File: config.mk
export PLATFORM = sky130hd
export DESIGN_NAME = ftgs_front
export DESIGN_NICKNAME = d
export VERILOG_FILES = /design/src/rtl/core/ftgs_pkg.sv /design/src/rtl/core/ftgs_front.sv
export SDC_FILE = /design/constraint.sdc
export NUM_CORES = 2
export LEC_CHECK = 0
export BUFFER_PORTS_ARGS = -buffer_cell sky130_fd_sc_hd__clkbuf_2
export CELL_PAD_IN_SITES_DETAIL_PLACEMENT = 0
export CELL_PAD_IN_SITES_GLOBAL_PLACEMENT = 1
export CORE_ASPECT_RATIO = 1.75
export CORE_MARGIN = 2
export CORE_UTILIZATION = 42
export CTS_CLUSTER_SIZE = 12
export DETAILED_ROUTE_END_ITERATION = 12
export PLACE_DENSITY = 0.81
export SETUP_SLACK_MARGIN = 0.1
export SYNTH_ARGS = -nofsm -noshare
export SYNTH_HDL_FRONTEND = slang
export SYNTH_SLANG_ARGS = --single-unit
File: constraint.sdc
create_clock -name clk -period 20.3 [get_ports clk]
set_input_delay 4.06 -clock clk [delete_from_list [all_inputs] [get_ports clk]]
set_output_delay 4.06 -clock clk [all_outputs]
set_load 0.01 [all_outputs]
File: src/rtl/core/ftgs_pkg.sv
`timescale 1ns / 1ps
package ftgs_pkg;

  localparam int XW     = 16;   // vertex coordinate, 12.4
  localparam int DXW    = 17;   // coordinate difference
  localparam int PRODW  = 34;   // product of two differences
  localparam int AREAW  = 35;   // signed doubled area, 8 fraction bits
  localparam int AW     = 33;   // attribute value, common signed form
  localparam int DW     = 34;   // attribute difference
  localparam int GPW    = 51;   // attribute difference times coordinate difference
  localparam int NW     = 56;   // gradient numerator, scaled by 16
  localparam int RW     = 48;   // result width
  localparam int WW     = 64;   // origin value working width
  localparam int NATTR  = 4;
  localparam int QDEPTH = 2;

  localparam logic [1:0] ATTR_DEPTH = 2'd0;
  localparam logic [1:0] ATTR_S     = 2'd1;
  localparam logic [1:0] ATTR_T     = 2'd2;
  localparam logic [1:0] ATTR_LIGHT = 2'd3;

  localparam logic [1:0] REG_KEEP_BACKFACES   = 2'd0;
  localparam logic [1:0] REG_LIGHT_ENABLE     = 2'd1;
  localparam logic [1:0] REG_SMALL_AREA_LIMIT = 2'd2;

  localparam logic [15:0] AREA_LIMIT_RESET = 16'd1280;

  localparam logic signed [WW-1:0] SAT_MAX = WW'({1'b0, {(RW-1){1'b1}}});
  localparam logic signed [WW-1:0] SAT_MIN = -SAT_MAX - WW'(1);

  typedef struct packed {
    logic signed [15:0] x_pos;
    logic signed [15:0] y_pos;
    logic [23:0]        depth_recip;
    logic signed [31:0] tex_s;
    logic signed [31:0] tex_t;
    logic [15:0]        light_level;
    logic               last_vertex;
  } in_word_t;

  typedef struct packed {
    logic [1:0]           attribute;
    logic signed [RW-1:0] step_x;
    logic signed [RW-1:0] step_y;
    logic signed [RW-1:0] value_at_origin;
    logic                 clamp_adjust;
    logic                 backfacing;
    logic                 tiny_triangle;
    logic                 saturated;
    logic                 last_of_triangle;
  } out_word_t;

  // One kept triangle, as handed from the front to the back.
  typedef struct packed {
    logic signed [XW-1:0]    x0;
    logic signed [XW-1:0]    y0;
    logic signed [DXW-1:0]   dx1;
    logic signed [DXW-1:0]   dy1;
    logic signed [DXW-1:0]   dx2;
    logic signed [DXW-1:0]   dy2;
    logic signed [AREAW-1:0] area;
    logic                    back;
    logic                    tiny;
    logic                    light_on;
    logic [NATTR-1:0][AW-1:0] a0;
    logic [NATTR-1:0][AW-1:0] a1;
    logic [NATTR-1:0][AW-1:0] a2;
  } job_t;

  typedef struct packed {
    logic signed [RW-1:0] val;
    logic                 clip;
  } sat_t;

  function automatic sat_t sat_rw(input logic signed [WW-1:0] v);
    sat_t r;
    if (v > SAT_MAX) begin
      r.val  = SAT_MAX[RW-1:0];
      r.clip = 1'b1;
    end else if (v < SAT_MIN) begin
      r.val  = SAT_MIN[RW-1:0];
      r.clip = 1'b1;
    end else begin
      r.val  = v[RW-1:0];
      r.clip = 1'b0;
    end
    return r;
  endfunction

endpackage

File: src/rtl/core/ftgs_front.sv
`timescale 1ns / 1ps
module ftgs_front (
  input  logic               clk,
  input  logic               rst,
  input  logic               cfg_we,
  input  logic [1:0]         cfg_index,
  input  logic [15:0]        cfg_data,
  input  logic               vtx_valid,
  output logic               vtx_ready,
  input  ftgs_pkg::in_word_t vtx,
  output logic               job_push,
  input  logic               job_full,
  output ftgs_pkg::job_t     job
);

  typedef enum logic [1:0] {F_IDLE, F_MUL, F_PUSH} fstate_t;

  fstate_t            state;
  ftgs_pkg::in_word_t cur;
  ftgs_pkg::in_word_t anchor;
  ftgs_pkg::in_word_t prev;
  logic [1:0]         count;
  logic               keep_backfaces;
  logic               light_enable;
  logic [15:0]        small_area_limit;

  logic signed [ftgs_pkg::DXW-1:0]   dx1, dy1, dx2, dy2;
  logic signed [ftgs_pkg::DXW-1:0]   dx1_next, dy1_next, dx2_next, dy2_next;
  logic signed [ftgs_pkg::PRODW-1:0] m1, m2;
  logic signed [ftgs_pkg::AREAW-1:0] area, mag;
  logic                              keep, back, tiny, need, advance;

  assign vtx_ready = (state == F_IDLE);

  always_comb begin
    dx1_next = $signed({prev.x_pos[15], prev.x_pos}) - $signed({anchor.x_pos[15], anchor.x_pos});
    dy1_next = $signed({prev.y_pos[15], prev.y_pos}) - $signed({anchor.y_pos[15], anchor.y_pos});
    dx2_next = $signed({cur.x_pos[15], cur.x_pos}) - $signed({anchor.x_pos[15], anchor.x_pos});
    dy2_next = $signed({cur.y_pos[15], cur.y_pos}) - $signed({anchor.y_pos[15], anchor.y_pos});
  end

  always_comb begin
    area    = ftgs_pkg::AREAW'(m1) - ftgs_pkg::AREAW'(m2);
    back    = area < 0;
    keep    = (area > 0) || (back && keep_backfaces);
    mag     = back ? -area : area;
    tiny    = mag < $signed({1'b0, ftgs_pkg::AREAW'(small_area_limit)});
    need    = (count == 2'd2) && keep;
    advance = (state == F_PUSH) && (!need || !job_full);
  end

  assign job_push = (state == F_PUSH) && need && !job_full;

  always_comb begin
    job.x0       = anchor.x_pos;
    job.y0       = anchor.y_pos;
    job.dx1      = dx1;
    job.dy1      = dy1;
    job.dx2      = dx2;
    job.dy2      = dy2;
    job.area     = area;
    job.back     = back;
    job.tiny     = tiny;
    job.light_on = light_enable;
    job.a0[ftgs_pkg::ATTR_DEPTH] = {9'b0, anchor.depth_recip};
    job.a1[ftgs_pkg::ATTR_DEPTH] = {9'b0, prev.depth_recip};
    job.a2[ftgs_pkg::ATTR_DEPTH] = {9'b0, cur.depth_recip};
    job.a0[ftgs_pkg::ATTR_S]     = {anchor.tex_s[31], anchor.tex_s};
    job.a1[ftgs_pkg::ATTR_S]     = {prev.tex_s[31], prev.tex_s};
    job.a2[ftgs_pkg::ATTR_S]     = {cur.tex_s[31], cur.tex_s};
    job.a0[ftgs_pkg::ATTR_T]     = {anchor.tex_t[31], anchor.tex_t};
    job.a1[ftgs_pkg::ATTR_T]     = {prev.tex_t[31], prev.tex_t};
    job.a2[ftgs_pkg::ATTR_T]     = {cur.tex_t[31], cur.tex_t};
    job.a0[ftgs_pkg::ATTR_LIGHT] = {17'b0, anchor.light_level};
    job.a1[ftgs_pkg::ATTR_LIGHT] = {17'b0, prev.light_level};
    job.a2[ftgs_pkg::ATTR_LIGHT] = {17'b0, cur.light_level};
  end

  always_ff @(posedge clk) begin
    if (rst) begin
      keep_backfaces   <= 1'b0;
      light_enable     <= 1'b1;
      small_area_limit <= ftgs_pkg::AREA_LIMIT_RESET;
    end else if (cfg_we) begin
      unique case (cfg_index)
        ftgs_pkg::REG_KEEP_BACKFACES:   keep_backfaces   <= cfg_data[0];
        ftgs_pkg::REG_LIGHT_ENABLE:     light_enable     <= cfg_data[0];
        ftgs_pkg::REG_SMALL_AREA_LIMIT: small_area_limit <= cfg_data;
        default: ;
      endcase
    end
  end

  always_ff @(posedge clk) begin
    if (rst) begin
      state <= F_IDLE;
      count <= 2'd0;
    end else begin
      unique case (state)
        F_IDLE: begin
          if (vtx_valid) begin
            cur   <= vtx;
            state <= F_MUL;
          end
        end
        F_MUL: begin
          dx1   <= dx1_next;
          dy1   <= dy1_next;
          dx2   <= dx2_next;
          dy2   <= dy2_next;
          m1    <= dx2_next * dy1_next;
          m2    <= dx1_next * dy2_next;
          state <= F_PUSH;
        end
        F_PUSH: begin
          if (advance) begin
            if (count == 2'd0) begin
              anchor <= cur;
            end else begin
              prev <= cur;
            end
            if (cur.last_vertex) begin
              count <= 2'd0;
            end else if (count == 2'd0) begin
              count <= 2'd1;
            end else begin
              count <= 2'd2;
            end
            state <= F_IDLE;
          end
        end
        default: state <= F_IDLE;
      endcase
    end
  end

endmodule

==> summary.txt <==
Run status
  – Status: completed

Timing
  – Final TNS setup: 0 ns
  – Final min period: 10.88 ns
  – Final hold violation count: 0
  – Final Slew Violations: 0
  – Final setup viols: 0
  – Worst hold margin: 0.4602 ns
  – Crit share post-route: 0.5358
  – RSZ-0062 raised after global routing: no
  – Worst Skew: 0.02737 ns
  – Achievable Freq: 91.94 MHz
  – Max_slew headroom: 0.1449
  – Worst slew pin tran: 1.283 ns

Synth
  – Synth cell types: 89
  – Async SR Flop Fraction: 0
  – Post-synthesis cell count: 4402
  – Post-Synthesis Cell Area: 47350 sq um
  – EDFF count, synth: 545
  – Yosys reg bits: 567
  – Seq/Total Area, Yosys: 0.3549
  – Most used DFF post-synth: edfxtp_1
  – Ys Warns: 0
  – Average size of a mapped cell: 10.76 sq um

Flow run
  – Max-Cap Viols: 0

Critical path
  – Startpoint types: flop
  – Setup crit start: job[502]
  – CP max-delay cell: o311ai_0
  – Crit-path most repeated cell: fa_1
  – Crit-path max FO: 11
  – Setup CP Type: flop to flop
  – Slowest stage delay, CP: 0.89 ns
  – Reg-to-reg startpoint: job[502]
  – Worst EP required: 20.72 ns
  – WP data arrival: 11.29 ns
  – Kind of end point of the critical path: flop

Clock network
  – CTS Buf Count: 59
  – CTS tree: yes
  – CTS Root Buffer Type: clkbuf_16
  – CTS Hold Bufs: 0
  – Worst-skew pair later-pin latency: 0.69 ns
  – Post-CTS Repair Setup Buffers: 0
  – Maximum buffer depth of the clock tree: 3
  – Resize count post-CTS: 0
  – CTS H-Tree Depth: 2
  – Total clock sinks: 567
  – Worst-path clk slew: 0.06 ns

Finish
  – Non-filler cells, final: 6333
  – Fin area: 52280 sq um
  – Area Overhead vs Synth: 10.42%
  – Layout cells sized above 1: 0.1691
  – Number of nets in the layout: 5851

Routing
  – Post-route ant nets: 0
  – Vias/cell: 5.186
  – Pre-antenna DRT Iters: 5
  – Vias post-DR: 32845
  – Routed len/inst: 23.70 um
  – Initial drt markers: 2065
  – Overall routed net length: 150100 um
  – Drc violations: 0

Worst hold path
  – Hold_sp: small_area_limit[6]
  – Hold Crit Class: flop to flop

Global route
  – Largest net degree at the start of global routing: 138
  – Initial antenna violation count: 7
  – GRT Overall Usage: 0.2608
  – Global-route wire length before repair: 218700 um
  – Gr ovfl total: 0
  – Vias in the first global route: 34868

Placed design
  – Placed inst area: 50480 sq um
  – Placed instance count: 6234
  – I/O Buffers: 617
  – Gpl congestion: 0.9639
  – DP HPWL: 122300 um

Floorplanning
  – Initial core utilization: 0.4214
  – # IOs: 696
  – Die area: 115500 sq um
  – Die Y: 448.2 um
  – Core area: 112400 sq um
  – Die width: 257.8 um
  – # rows: 163
[cell usage in the layout, fill, tap and decap left out, types with 23 or more instances in the layout]
cell,count
o21ai_0,103
and2_1,42
fa_1,597
clkbuf_16,59
ha_1,284
nand3_1,41
a31oi_1,25
inv_1,820
nor3_1,80
a21boi_0,24
xor2_1,23
nand2_1,421
or2_2,30
clkbuf_2,617
conb_1,78
nor2b_1,30
or3_1,32
buf_4,59
nor2_1,324
o21a_1,32
edfxtp_1,545
clkinv_1,27
xnor2_1,92
a21o_1,35
a21oi_1,105
[kinds of logic after synthesis]
family / share of synthesized area
XOR/XNOR: 0.02272
multiplexers: 0.001718
adder cells (fa/ha/maj): 0.3274
flip-flops: 0.3549
AND/OR/NAND/NOR: 0.1040
other: 0.00007920
buffers and inverters: 0.1228
AO/OA/AOI/OAI: 0.06622
[Yosys cell counts (all sizes together) (5+ instances only)]
master	instances	area, sq um
inv	822	3085
fa	597	11950
edfxtp	545	16370
nand2	421	1580
nor2	327	1227
buf	304	2272
ha	284	3553
o21ai	110	550.5
a21oi	107	543.0
clkbuf	103	387.9
xnor2	98	865.8
nor3	83	415.4
and2	43	270.3
nand3	41	205.2
a21o	36	271.5
o21a	33	247.7
or3	32	200.2
or2	31	193.9
nor2b	30	187.7
a21boi	26	206.5
a31oi	26	162.7
xor2	24	210.2
dfxtp	22	440.4
nand2b	22	137.6
a211oi	21	157.7
clkinv	19	71.32
and3	15	93.84
o21bai	15	112.6
o31ai	13	97.59
nand4	12	75.07
nor4	12	75.07
o211ai	10	75.07
a311oi	8	70.07
mux2i	7	70.07
nor3b	7	52.55
o22ai	7	43.79
a41oi	6	52.55
nand3b	6	45.04
or4	6	52.55
o211a	5	50.05
o311a	5	61.31
[layout make-up]
class	instances	area (sq um)
fillers	10500	60090
clock buffers	65	1499
inverters	841	3157
repair buffers	677	3551
multi-input cells	2664	25110
well taps	1485	1858
diodes	10	25.02
clock inverters	24	279.0
flip-flops and latches	567	16810
[through the flow]
stage                       util  setup slack, ns
after floorplan                -            1.030
after CTS                 0.4650            9.519
after detailed placement  0.4492            9.548
after global placement    0.4492            9.727
after global routing      0.4653            8.839
final                     0.4653            9.424
[registers in the layout (all words and copies together) (netlist names)]
signal,flops
small_area_limit,16
prev,32
job,344
dx2,17
m2,34
cur,33
count,2
light_enable,1
dy1,17
state,2
keep_backfaces,1
dy2,17
dx1,17
m1,34
[final timing paths]
check,end,slack [ns],cells past startpoint
setup / recovery,m1[33],9.42,35
hold / removal,small_area_limit[6],0.46,2
setup reg to reg,m1[33],9.42,35
hold reg to reg,small_area_limit[6],0.46,2
[worst max-delay path: cells and delay by family (launching register included)]
family	cells	cell delay, ns
AOI/OAI and AO/OA	16	4.76
adders and majority gates	9	3.86
and+or+nand+nor	4	0.77
buffers and inverters	5	0.67
DFF	1	0.43
xor gates and xnor gates	1	0.09
[metal layers]
layer  global-route usage  up-vias  part of all wire
met4               0.2130        0             0.098
li1                     -    14582                 -
met1               0.2496    16424              0.32
met3              0.04478      397             0.060
met2               0.4855     1442              0.53
met5                    0        -                 0
Power is left out: the tool's default activity adds up to more than one toggle a clock period on the data nets, which glitch-free logic cannot reach.
