<file path="src/rtl/core/ftgs_pkg.sv">
`timescale 1ns / 1ps
package ftgs_pkg;

  localparam int XW     = 16;   // vertex coordinate, 12.4
  localparam int DXW    = 17;   // coordinate difference
  localparam int PRODW  = 34;   // product of two differences
  localparam int AREAW  = 35;   // signed doubled area, 8 fraction bits
  localparam int AW     = 33;   // attribute value, common signed form
  localparam int DW     = 34;   // attribute difference
  localparam int GPW    = 51;   // attribute difference times coordinate difference
  localparam int NW     = 56;   // gradient numerator, scaled by 16
  localparam int RW     = 48;   // result width
  localparam int WW     = 64;   // origin value working width
  localparam int NATTR  = 4;
  localparam int QDEPTH = 2;

  localparam logic [1:0] ATTR_DEPTH = 2'd0;
  localparam logic [1:0] ATTR_S     = 2'd1;
  localparam logic [1:0] ATTR_T     = 2'd2;
  localparam logic [1:0] ATTR_LIGHT = 2'd3;

  localparam logic [1:0] REG_KEEP_BACKFACES   = 2'd0;
  localparam logic [1:0] REG_LIGHT_ENABLE     = 2'd1;
  localparam logic [1:0] REG_SMALL_AREA_LIMIT = 2'd2;

  localparam logic [15:0] AREA_LIMIT_RESET = 16'd1280;

  localparam logic signed [WW-1:0] SAT_MAX = WW'({1'b0, {(RW-1){1'b1}}});
  localparam logic signed [WW-1:0] SAT_MIN = -SAT_MAX - WW'(1);

  typedef struct packed {
    logic signed [15:0] x_pos;
    logic signed [15:0] y_pos;
    logic [23:0]        depth_recip;
    logic signed [31:0] tex_s;
    logic signed [31:0] tex_t;
    logic [15:0]        light_level;
    logic               last_vertex;
  } in_word_t;

  typedef struct packed {
    logic [1:0]           attribute;
    logic signed [RW-1:0] step_x;
    logic signed [RW-1:0] step_y;
    logic signed [RW-1:0] value_at_origin;
    logic                 clamp_adjust;
    logic                 backfacing;
    logic                 tiny_triangle;
    logic                 saturated;
    logic                 last_of_triangle;
  } out_word_t;

  // One kept triangle, as handed from the front to the back.
  typedef struct packed {
    logic signed [XW-1:0]    x0;
    logic signed [XW-1:0]    y0;
    logic signed [DXW-1:0]   dx1;
    logic signed [DXW-1:0]   dy1;
    logic signed [DXW-1:0]   dx2;
    logic signed [DXW-1:0]   dy2;
    logic signed [AREAW-1:0] area;
    logic                    back;
    logic                    tiny;
    logic                    light_on;
    logic [NATTR-1:0][AW-1:0] a0;
    logic [NATTR-1:0][AW-1:0] a1;
    logic [NATTR-1:0][AW-1:0] a2;
  } job_t;

  typedef struct packed {
    logic signed [RW-1:0] val;
    logic                 clip;
  } sat_t;

  function automatic sat_t sat_rw(input logic signed [WW-1:0] v);
    sat_t r;
    if (v > SAT_MAX) begin
      r.val  = SAT_MAX[RW-1:0];
      r.clip = 1'b1;
    end else if (v < SAT_MIN) begin
      r.val  = SAT_MIN[RW-1:0];
      r.clip = 1'b1;
    end else begin
      r.val  = v[RW-1:0];
      r.clip = 1'b0;
    end
    return r;
  endfunction

endpackage

</file>
<file path="src/rtl/core/ftgs_queue.sv">
`timescale 1ns / 1ps
module ftgs_queue (
  input  logic           clk,
  input  logic           rst,
  input  logic           push,
  input  ftgs_pkg::job_t push_data,
  output logic           full,
  input  logic           pop,
  output logic           empty,
  output ftgs_pkg::job_t pop_data
);

  localparam int PW = (ftgs_pkg::QDEPTH > 1) ? $clog2(ftgs_pkg::QDEPTH) : 1;
  localparam int CW = $clog2(ftgs_pkg::QDEPTH + 1);
  localparam logic [PW-1:0] LAST = PW'(ftgs_pkg::QDEPTH - 1);

  ftgs_pkg::job_t mem [ftgs_pkg::QDEPTH];
  logic [PW-1:0]  wr_ptr, rd_ptr;
  logic [CW-1:0]  fill;

  assign full     = (fill == CW'(ftgs_pkg::QDEPTH));
  assign empty    = (fill == '0);
  assign pop_data = mem[rd_ptr];

  always_ff @(posedge clk) begin
    if (push) begin
      mem[wr_ptr] <= push_data;
    end
  end

  always_ff @(posedge clk) begin
    if (rst) begin
      wr_ptr <= '0;
      rd_ptr <= '0;
      fill   <= '0;
    end else begin
      if (push) begin
        wr_ptr <= (wr_ptr == LAST) ? '0 : wr_ptr + PW'(1);
      end
      if (pop) begin
        rd_ptr <= (rd_ptr == LAST) ? '0 : rd_ptr + PW'(1);
      end
      if (push && !pop) begin
        fill <= fill + CW'(1);
      end else if (pop && !push) begin
        fill <= fill - CW'(1);
      end
    end
  end

endmodule

</file>
<file path="config.mk">
export PLATFORM = sky130hd
export DESIGN_NAME = ftgs_queue
export DESIGN_NICKNAME = d
export VERILOG_FILES = /design/src/rtl/core/ftgs_pkg.sv /design/src/rtl/core/ftgs_queue.sv
export SDC_FILE = /design/constraint.sdc
export NUM_CORES = 1
export LEC_CHECK = 0
export BUFFER_PORTS_ARGS = -buffer_cell sky130_fd_sc_hd__buf_2
export CAP_MARGIN = 20
export CORE_AREA = 2 2 413 415
export CTS_CLUSTER_DIAMETER = 100
export DETAILED_ROUTE_END_ITERATION = 16
export DIE_AREA = 0 0 415 417
export SYNTH_ARGS = -nofsm -noshare
export SYNTH_HDL_FRONTEND = slang
export SYNTH_SLANG_ARGS = --single-unit
</file>
<file path="constraint.sdc">
create_clock -name clk -period 43.2 [get_ports clk]
set_clock_uncertainty 0.1 [all_clocks]
set_input_delay 2.16 -clock clk [delete_from_list [all_inputs] [get_ports clk]]
set_output_delay 2.16 -clock clk [all_outputs]
set_load 0.01 [all_outputs]
</file>
==> results of run 1 <==
==> cell families after synthesis <==
kind of cell	Yosys count	synth area share
buffers and inverters	60	0.0124
flip-flops	1073	0.830
AO/OA/AOI/OAI	2	0.000258
adder cells (fa/ha/maj)	1	0.000323
AND/OR/NAND/NOR	9	0.00113
multiplexers	534	0.155
XOR/XNOR	4	0.000904
==> final cells by class <==
cell class                      instances  area, µm²
Timing Repair Buffer                 1097       5560
Clock inverter                         56        440
Tap cell                             2218       2780
Fill cell                           16700     118000
Multi-Input combinational cell        550       6120
Antenna cell                           16       40.0
Clock buffer                          142       2990
Sequential cell                      1073      32200
Inverter                                1       3.75
==> flip-flops by register name, summed over array words and instances (netlist names), named ones only <==
name,cells
fill,2
mem,1068
wr_ptr,1
rd_ptr,1
==> power by group through the flow <==
stage               sequential, W  combinational [W]  clock [W]
global route              0.00124           0.000274   0.000971
global placement          0.00125           0.000258          0
detailed placement        0.00126           0.000260          0
CTS                       0.00123           0.000261   0.000935
floorplan                 0.00130           0.000135          0
finish                    0.00123           0.000257   0.000909
==> worst reg2reg max path: cells and delay by family, from the launching register on <==
| kind | cells | cell delay [ns] |
|---|---|---|
| buffers and inverters | 5 | 3.89 |
| DFF | 1 | 0.36 |
| and+or+nand+nor | 1 | 0.77 |
==> stage by stage <==
step	power, W	setup WS (ns)	util
floorplan	0.00143	16.54	-
global placement	0.00151	35.60	0.277
detailed placement	0.00152	35.56	0.277
CTS	0.00243	35.32	0.297
global route	0.00248	35.08	0.297
finish	0.00240	35.47	0.297
==> layout by cell type (no fill, tap or decap), drive strengths merged <==
cell type,count
xnor2,2
xor2,2
o21ai,1
ha,1
clkinvlp,3
dfxtp,5
nor2b,2
and2,1
or3,1
diode,16
edfxtp,1068
inv,9
buf,1097
mux2,534
a21oi,1
bufinv,5
clkbuf,142
nor2,5
clkinv,40
==> metal layers <==
| layer | part of all wire | routed length [µm] | global-route usage |
|---|---|---|---|
| met5 | 0.0023 | 252 | 0 |
| met4 | 0.039 | 4370 | 0.0560 |
| met3 | 0.070 | 7870 | 0.0371 |
| met2 | 0.51 | 56500 | 0.209 |
| met1 | 0.38 | 42700 | 0.141 |
==> worst paths after layout <==
| check | from | endpoint | slack, ns | cells past startpoint |
|---|---|---|---|---|
| worst max-delay path | flip-flop | pop_data[464] | 35.47 | 6 |
| worst min-delay path | rd_ptr$_SDFFE_PP0P_ | rd_ptr$_SDFFE_PP0P_ | 0.43 | 2 |
| worst max register to register | wr_ptr$_SDFFE_PP0P_ | mem[0][459]$_DFFE_PP_ | 37.69 | 6 |
| worst min register to register | rd_ptr$_SDFFE_PP0P_ | rd_ptr$_SDFFE_PP0P_ | 0.43 | 2 |
==> flow_metrics.tcl, run 1 <==
set metrics [dict create \
    num_io_pins 1074 \
    cts-buffers-inserted 111 \
    worst-path-max-fanout 89 \
    critical_path_arrival_ns 5.47 \
    global_route.overflow_total 0 \
    syn_to_final_growth_pct 29.3 \
    avgSynthCellArea_um2 23.0 \
    synth_nets 2222 \
    ys_async_sr_fraction 0 \
    fin_area_um2 50100 \
    yosysUniqueCellTypes 16 \
    power.switching_w 0.000561 \
    synth_edf_count 1068 \
    yosys.cell_count.top_type "sky130_fd_sc_hd__edfxtp_1" \
    dpl_cell_area_um2 46600 \
    synth.yosys.warnings 0 \
    p_int_w 0.00184 \
    timing.critical_path.cells "buf_4, buf_4, buf_4, buf_4, mux2_2, buf_2" \
    critPathRequiredTime_ns 40.94 \
    maxClockFrequency_ghz 0.129 \
    min_period_ns 7.73 \
    placementRows 151 \
    synthDominantAreaCellType "sky130_fd_sc_hd__edfxtp_1" \
    detail_route.first_pass.iterations 5 \
    post_synth_inst_count 1683 \
    initial_core_util 0.230 \
    critical_path.top_delay_family "buffers and inverters" \
    fp.coreArea_um2 169000 \
    critical_path.endpoint_type "output port" \
    finish.cell_count_without_fillers 5153 \
    power_frac_clock 0.379 \
    dp.final_hpwl_um 82900 \
    setup_repair_after_global_routing_missed_its_margin "false" \
    full_die_area_um2 173000 \
    h_tree_level_count 3 \
    chipWidth_um 415 \
    cts.repair.resized 0 \
    syn_area_um2 38800 \
    gpl.final_weighted_congestion 0.891 \
    cts_sinks 1073 \
    buffers_from_clock_root_to_sink_at_most 3 \
    post-place-cells 4939 \
    post-route-period-util 0.179 \
    run_status "completed" \
    post_cts_hold_buffer_count 0 \
    via_count_of_the_first_global_routing_pass 21100 \
    initialDrtViolationCount 1329 \
    number_of_vias_after_detailed_routing 21000 \
    crit_top_cell "sky130_fd_sc_hd__buf_4" \
    power.leakage_nw 18.2 \
    power.density_cell_area_nw_per_um2 47.9 \
    criticalPathCategory "flip-flop to output port" \
    max-vdd-ir-drop_v 0.0000338 \
    post_drt_wl_per_cell_um 21.7 \
    yosys-top-cells-area "sky130_fd_sc_hd__edfxtp_1, sky130_fd_sc_hd__mux2_2, sky130_fd_sc_hd__mux2_1" \
    synth-main-ff-cell "sky130_fd_sc_hd__edfxtp_1" \
    worst_setup_hold_path_clk_slew_ns 0.06 \
    clock_insertion_delay_worst_skew_ns 0.73 \
    slowest_stage "sky130_fd_sc_hd__buf_4" \
    final_layout_size_suffix_gt1_frac 0.542 \
    cap_viol_max_count 0 \
    hold_viol 0 \
    power_frac_seq 0.514 \
    holdWs_ns 0.426 \
    slew-limit-headroom 0.255 \
    drc_errors 0 \
    timing.critical_path.buf_inv 5 \
    routed_wirelength_um 112000 \
    grt_max_degree 158 \
    timing.critical_path.from_type "flip-flop" \
    grt.total_usage 0.123 \
    synth.ff_latch_count 1073 \
    layout.nets 3373 \
    worst_path_largest_cell_delay_ns 0.91 \
    grt_pass1_wl_um 152000 \
    detail_route.vias_per_cell 4.07 \
    postCtsSetupBuffers 0 \
    netlist.area_leader.share 0.827 \
    cts.root.buffer_cell "sky130_fd_sc_hd__clkbuf_16" \
    combPwrFrac 0.107 \
    power.switching_fraction 0.234 \
    fp.dieH_um 417 \
    portBuffers 1073 \
    holdCritPathClass "flip-flop to flip-flop" \
    drt.antenna.violating_nets 0 \
    final_max_slew_viol_count 0 \
    tritoncts_clock_tree "built" \
    setup_viol 0 \
    ys_seq_area_frac 0.830 \
    setup_tns_ns 0 \
    antenna_found_initial 44 \
    worst_margin_pin_slew_ns 1.12 \
    synth_top_cells_by_count "sky130_fd_sc_hd__edfxtp_1, sky130_fd_sc_hd__mux2_2, sky130_fd_sc_hd__mux2_1" \
]
Power figures use the tool's default switching activity.
==> run 2: changes to the inputs <==
==> constraint.sdc (replaced) <==
create_clock -name clk -period 6.9 [get_ports clk]
set_clock_uncertainty 0.1 [all_clocks]
set_input_delay 0.345 -clock clk [delete_from_list [all_inputs] [get_ports clk]]
set_output_delay 0.345 -clock clk [all_outputs]
set_load 0.01 [all_outputs]
==> flow_metrics.tcl, run 2 (synthesized netlist as in run 1, its figures left out) <==
set metrics [dict create \
    run_status "completed" \
    layout_commonest_cell "sky130_fd_sc_hd__buf_2" \
    final_layout_size_suffix_gt1_frac 0.461 \
    grt_max_degree 161 \
    hold_viol 0 \
    worst_min_delay_path_startpoint "push_data[8]" \
    detail_route.first_pass.iterations 5 \
    h_tree_level_count 3 \
    grt.total_usage 0.133 \
    fp.dieH_um 417 \
    gpl.final_weighted_congestion 0.949 \
    power.density_cell_area_nw_per_um2 280 \
    routed_wirelength_um 121000 \
    cts_sinks 1073 \
    largest_registers "mem: 1068 flops, fill: 2 flops" \
    setup_repair_after_global_routing_missed_its_margin "false" \
    worst_margin_pin_slew_ns 1.12 \
    timing.reg2reg.setup_slack_ns 4.14 \
    most-common-layout-cells "sky130_fd_sc_hd__buf_2, sky130_fd_sc_hd__edfxtp_1, sky130_fd_sc_hd__dlygate4sd3_1, sky130_fd_sc_hd__mux2_2, sky130_fd_sc_hd__mux2_1" \
    critical_path_arrival_ns 3.24 \
    cts.root.buffer_cell "sky130_fd_sc_hd__clkbuf_16" \
    holdWs_ns 0.209 \
    design_power_total_w 0.0157 \
    largest_register "mem" \
    layout.nets 3930 \
    worst_r2r_startpoint "wr_ptr$_SDFFE_PP0P_" \
    clock_insertion_delay_worst_skew_ns 0.74 \
    placementRows 151 \
    power.leakage_nw 20.6 \
    worst-path-max-fanout 96 \
    min_period_ns 3.69 \
    full_die_area_um2 173000 \
    initial_core_util 0.230 \
    chipWidth_um 415 \
    cts-buffers-inserted 113 \
    criticalPathCategory "flip-flop to output port" \
    m1WireLength_um 47600 \
    top_layer_used "met5" \
    maxClockFrequency_ghz 0.271 \
    grt_pass1_wl_um 167000 \
    syn_to_final_growth_pct 44.3 \
    antenna_found_initial 55 \
    fp.coreArea_um2 169000 \
    timing.critical_path.buf_inv 3 \
    worst_path_largest_cell_delay_ns 0.86 \
    via_count_of_the_first_global_routing_pass 23800 \
    global_route.overflow_total 0 \
    critical_path.endpoint_type "output port" \
    holdCritPathClass "input pin to flip-flop" \
    worst_setup_hold_path_clk_slew_ns 0.06 \
    post-route-period-util 0.535 \
    num_io_pins 1074 \
    initialDrtViolationCount 1776 \
    drc_errors 0 \
    drt.antenna.violating_nets 0 \
    largest_reg_flops 1068 \
    critical_path.top_delay_family "buffers and inverters" \
    buffers_from_clock_root_to_sink_at_most 3 \
    final_max_slew_viol_count 0 \
    detail_route.vias_per_cell 4.09 \
    tritoncts_clock_tree "built" \
    met2RoutedLength_um 60400 \
    cts.repair.resized 0 \
    critPathRequiredTime_ns 6.45 \
    timing.critical_path.from_type "flip-flop" \
    finish.utilization 0.332 \
    portBuffers 1073 \
    cap_viol_max_count 0 \
    post_drt_wl_per_cell_um 21.2 \
    number_of_vias_after_detailed_routing 23400 \
    max-vdd-ir-drop_v 0.000231 \
    slew-limit-headroom 0.256 \
    met3_length_um 8830 \
    dp.final_hpwl_um 87100 \
    final.fill_count 16100 \
    slowest_stage "sky130_fd_sc_hd__dfxtp_4" \
    timing.critical_path.cells "buf_12, buf_4, mux2_1, buf_2" \
    setup_viol 0 \
]
## run 2: cell count changes in the layout (fill, tap and decap cells not counted), moves of 5 or more
cell and change:
sky130_fd_sc_hd__bufinv_16 +6, sky130_fd_sc_hd__clkbuf_1 -6, sky130_fd_sc_hd__buf_12 +6, sky130_fd_sc_hd__clkinvlp_4 +5
sky130_fd_sc_hd__dlygate4sd3_1 +538, sky130_fd_sc_hd__clkbuf_8 -5, sky130_fd_sc_hd__clkinv_1 +6, sky130_fd_sc_hd__buf_4 +11
## run 2: final timing paths
kind,end,cells after the start
worst max-delay path,pop_data[258],4
worst min-delay path,mem[1][8]$_DFFE_PP_,2
worst max register to register,mem[0][323]$_DFFE_PP_,3
worst min register to register,fill[1]$_SDFFE_PP0P_,2
## run 2: cell type report
class / count / area [µm²] / area share
well taps: 2218 / 2780 / 0.0496
flip-flops and latches: 1073 / 32200 / 0.575
inverters: 1 / 3.75 / 0.0000671
clock buffers: 133 / 2950 / 0.0526
diodes: 20 / 50.0 / 0.000895
clock inverters: 73 / 719 / 0.0129
multi-input cells: 550 / 6120 / 0.109
repair buffers: 1652 / 11200 / 0.199
## run 2: layer usage
metal	GRT usage	up-vias
li1	-	10200
met1	0.161	11800
met2	0.227	1063
met3	0.0360	270
met4	0.0507	34
met5	0	-
## run 2: worst register-to-register path, stage by stage (launching register included)
cell and delay [ns]:
sky130_fd_sc_hd__dfxtp_1 0.35, sky130_fd_sc_hd__nor2b_4 0.76, sky130_fd_sc_hd__buf_12 0.34, sky130_fd_sc_hd__buf_12 0.69
## run 2: what timing repair did
| action | in CTS | in global routing |
|---|---|---|
| hold endpoints to repair | 1073 | 0 |
| setup endpoints to repair | 0 | 0 |
| setup buffers | 0 | 0 |
| hold buffers | 538 | 0 |
## run 2: report_power, final
part	switching, W	leakage [nW]	internal [W]
Clock	0.00254	1.77	0.00346
Sequential	0.0000903	10.1	0.00762
Combinational	0.00107	8.80	0.000874
## run 2: stage by stage
step | setup TNS (ns) | cell area, µm² | std cells | worst slack (ns)
finish | 0 | 55900 | 5720 | 3.21
CTS | 0 | 55900 | 5700 | 3.02
floorplan | -1361.35 | 38800 | 1683 | -1.95
detailed placement | 0 | 46800 | 4956 | 3.90
global route | 0 | 55900 | 5706 | 3.03
global placement | 0 | 46800 | 4956 | 3.90
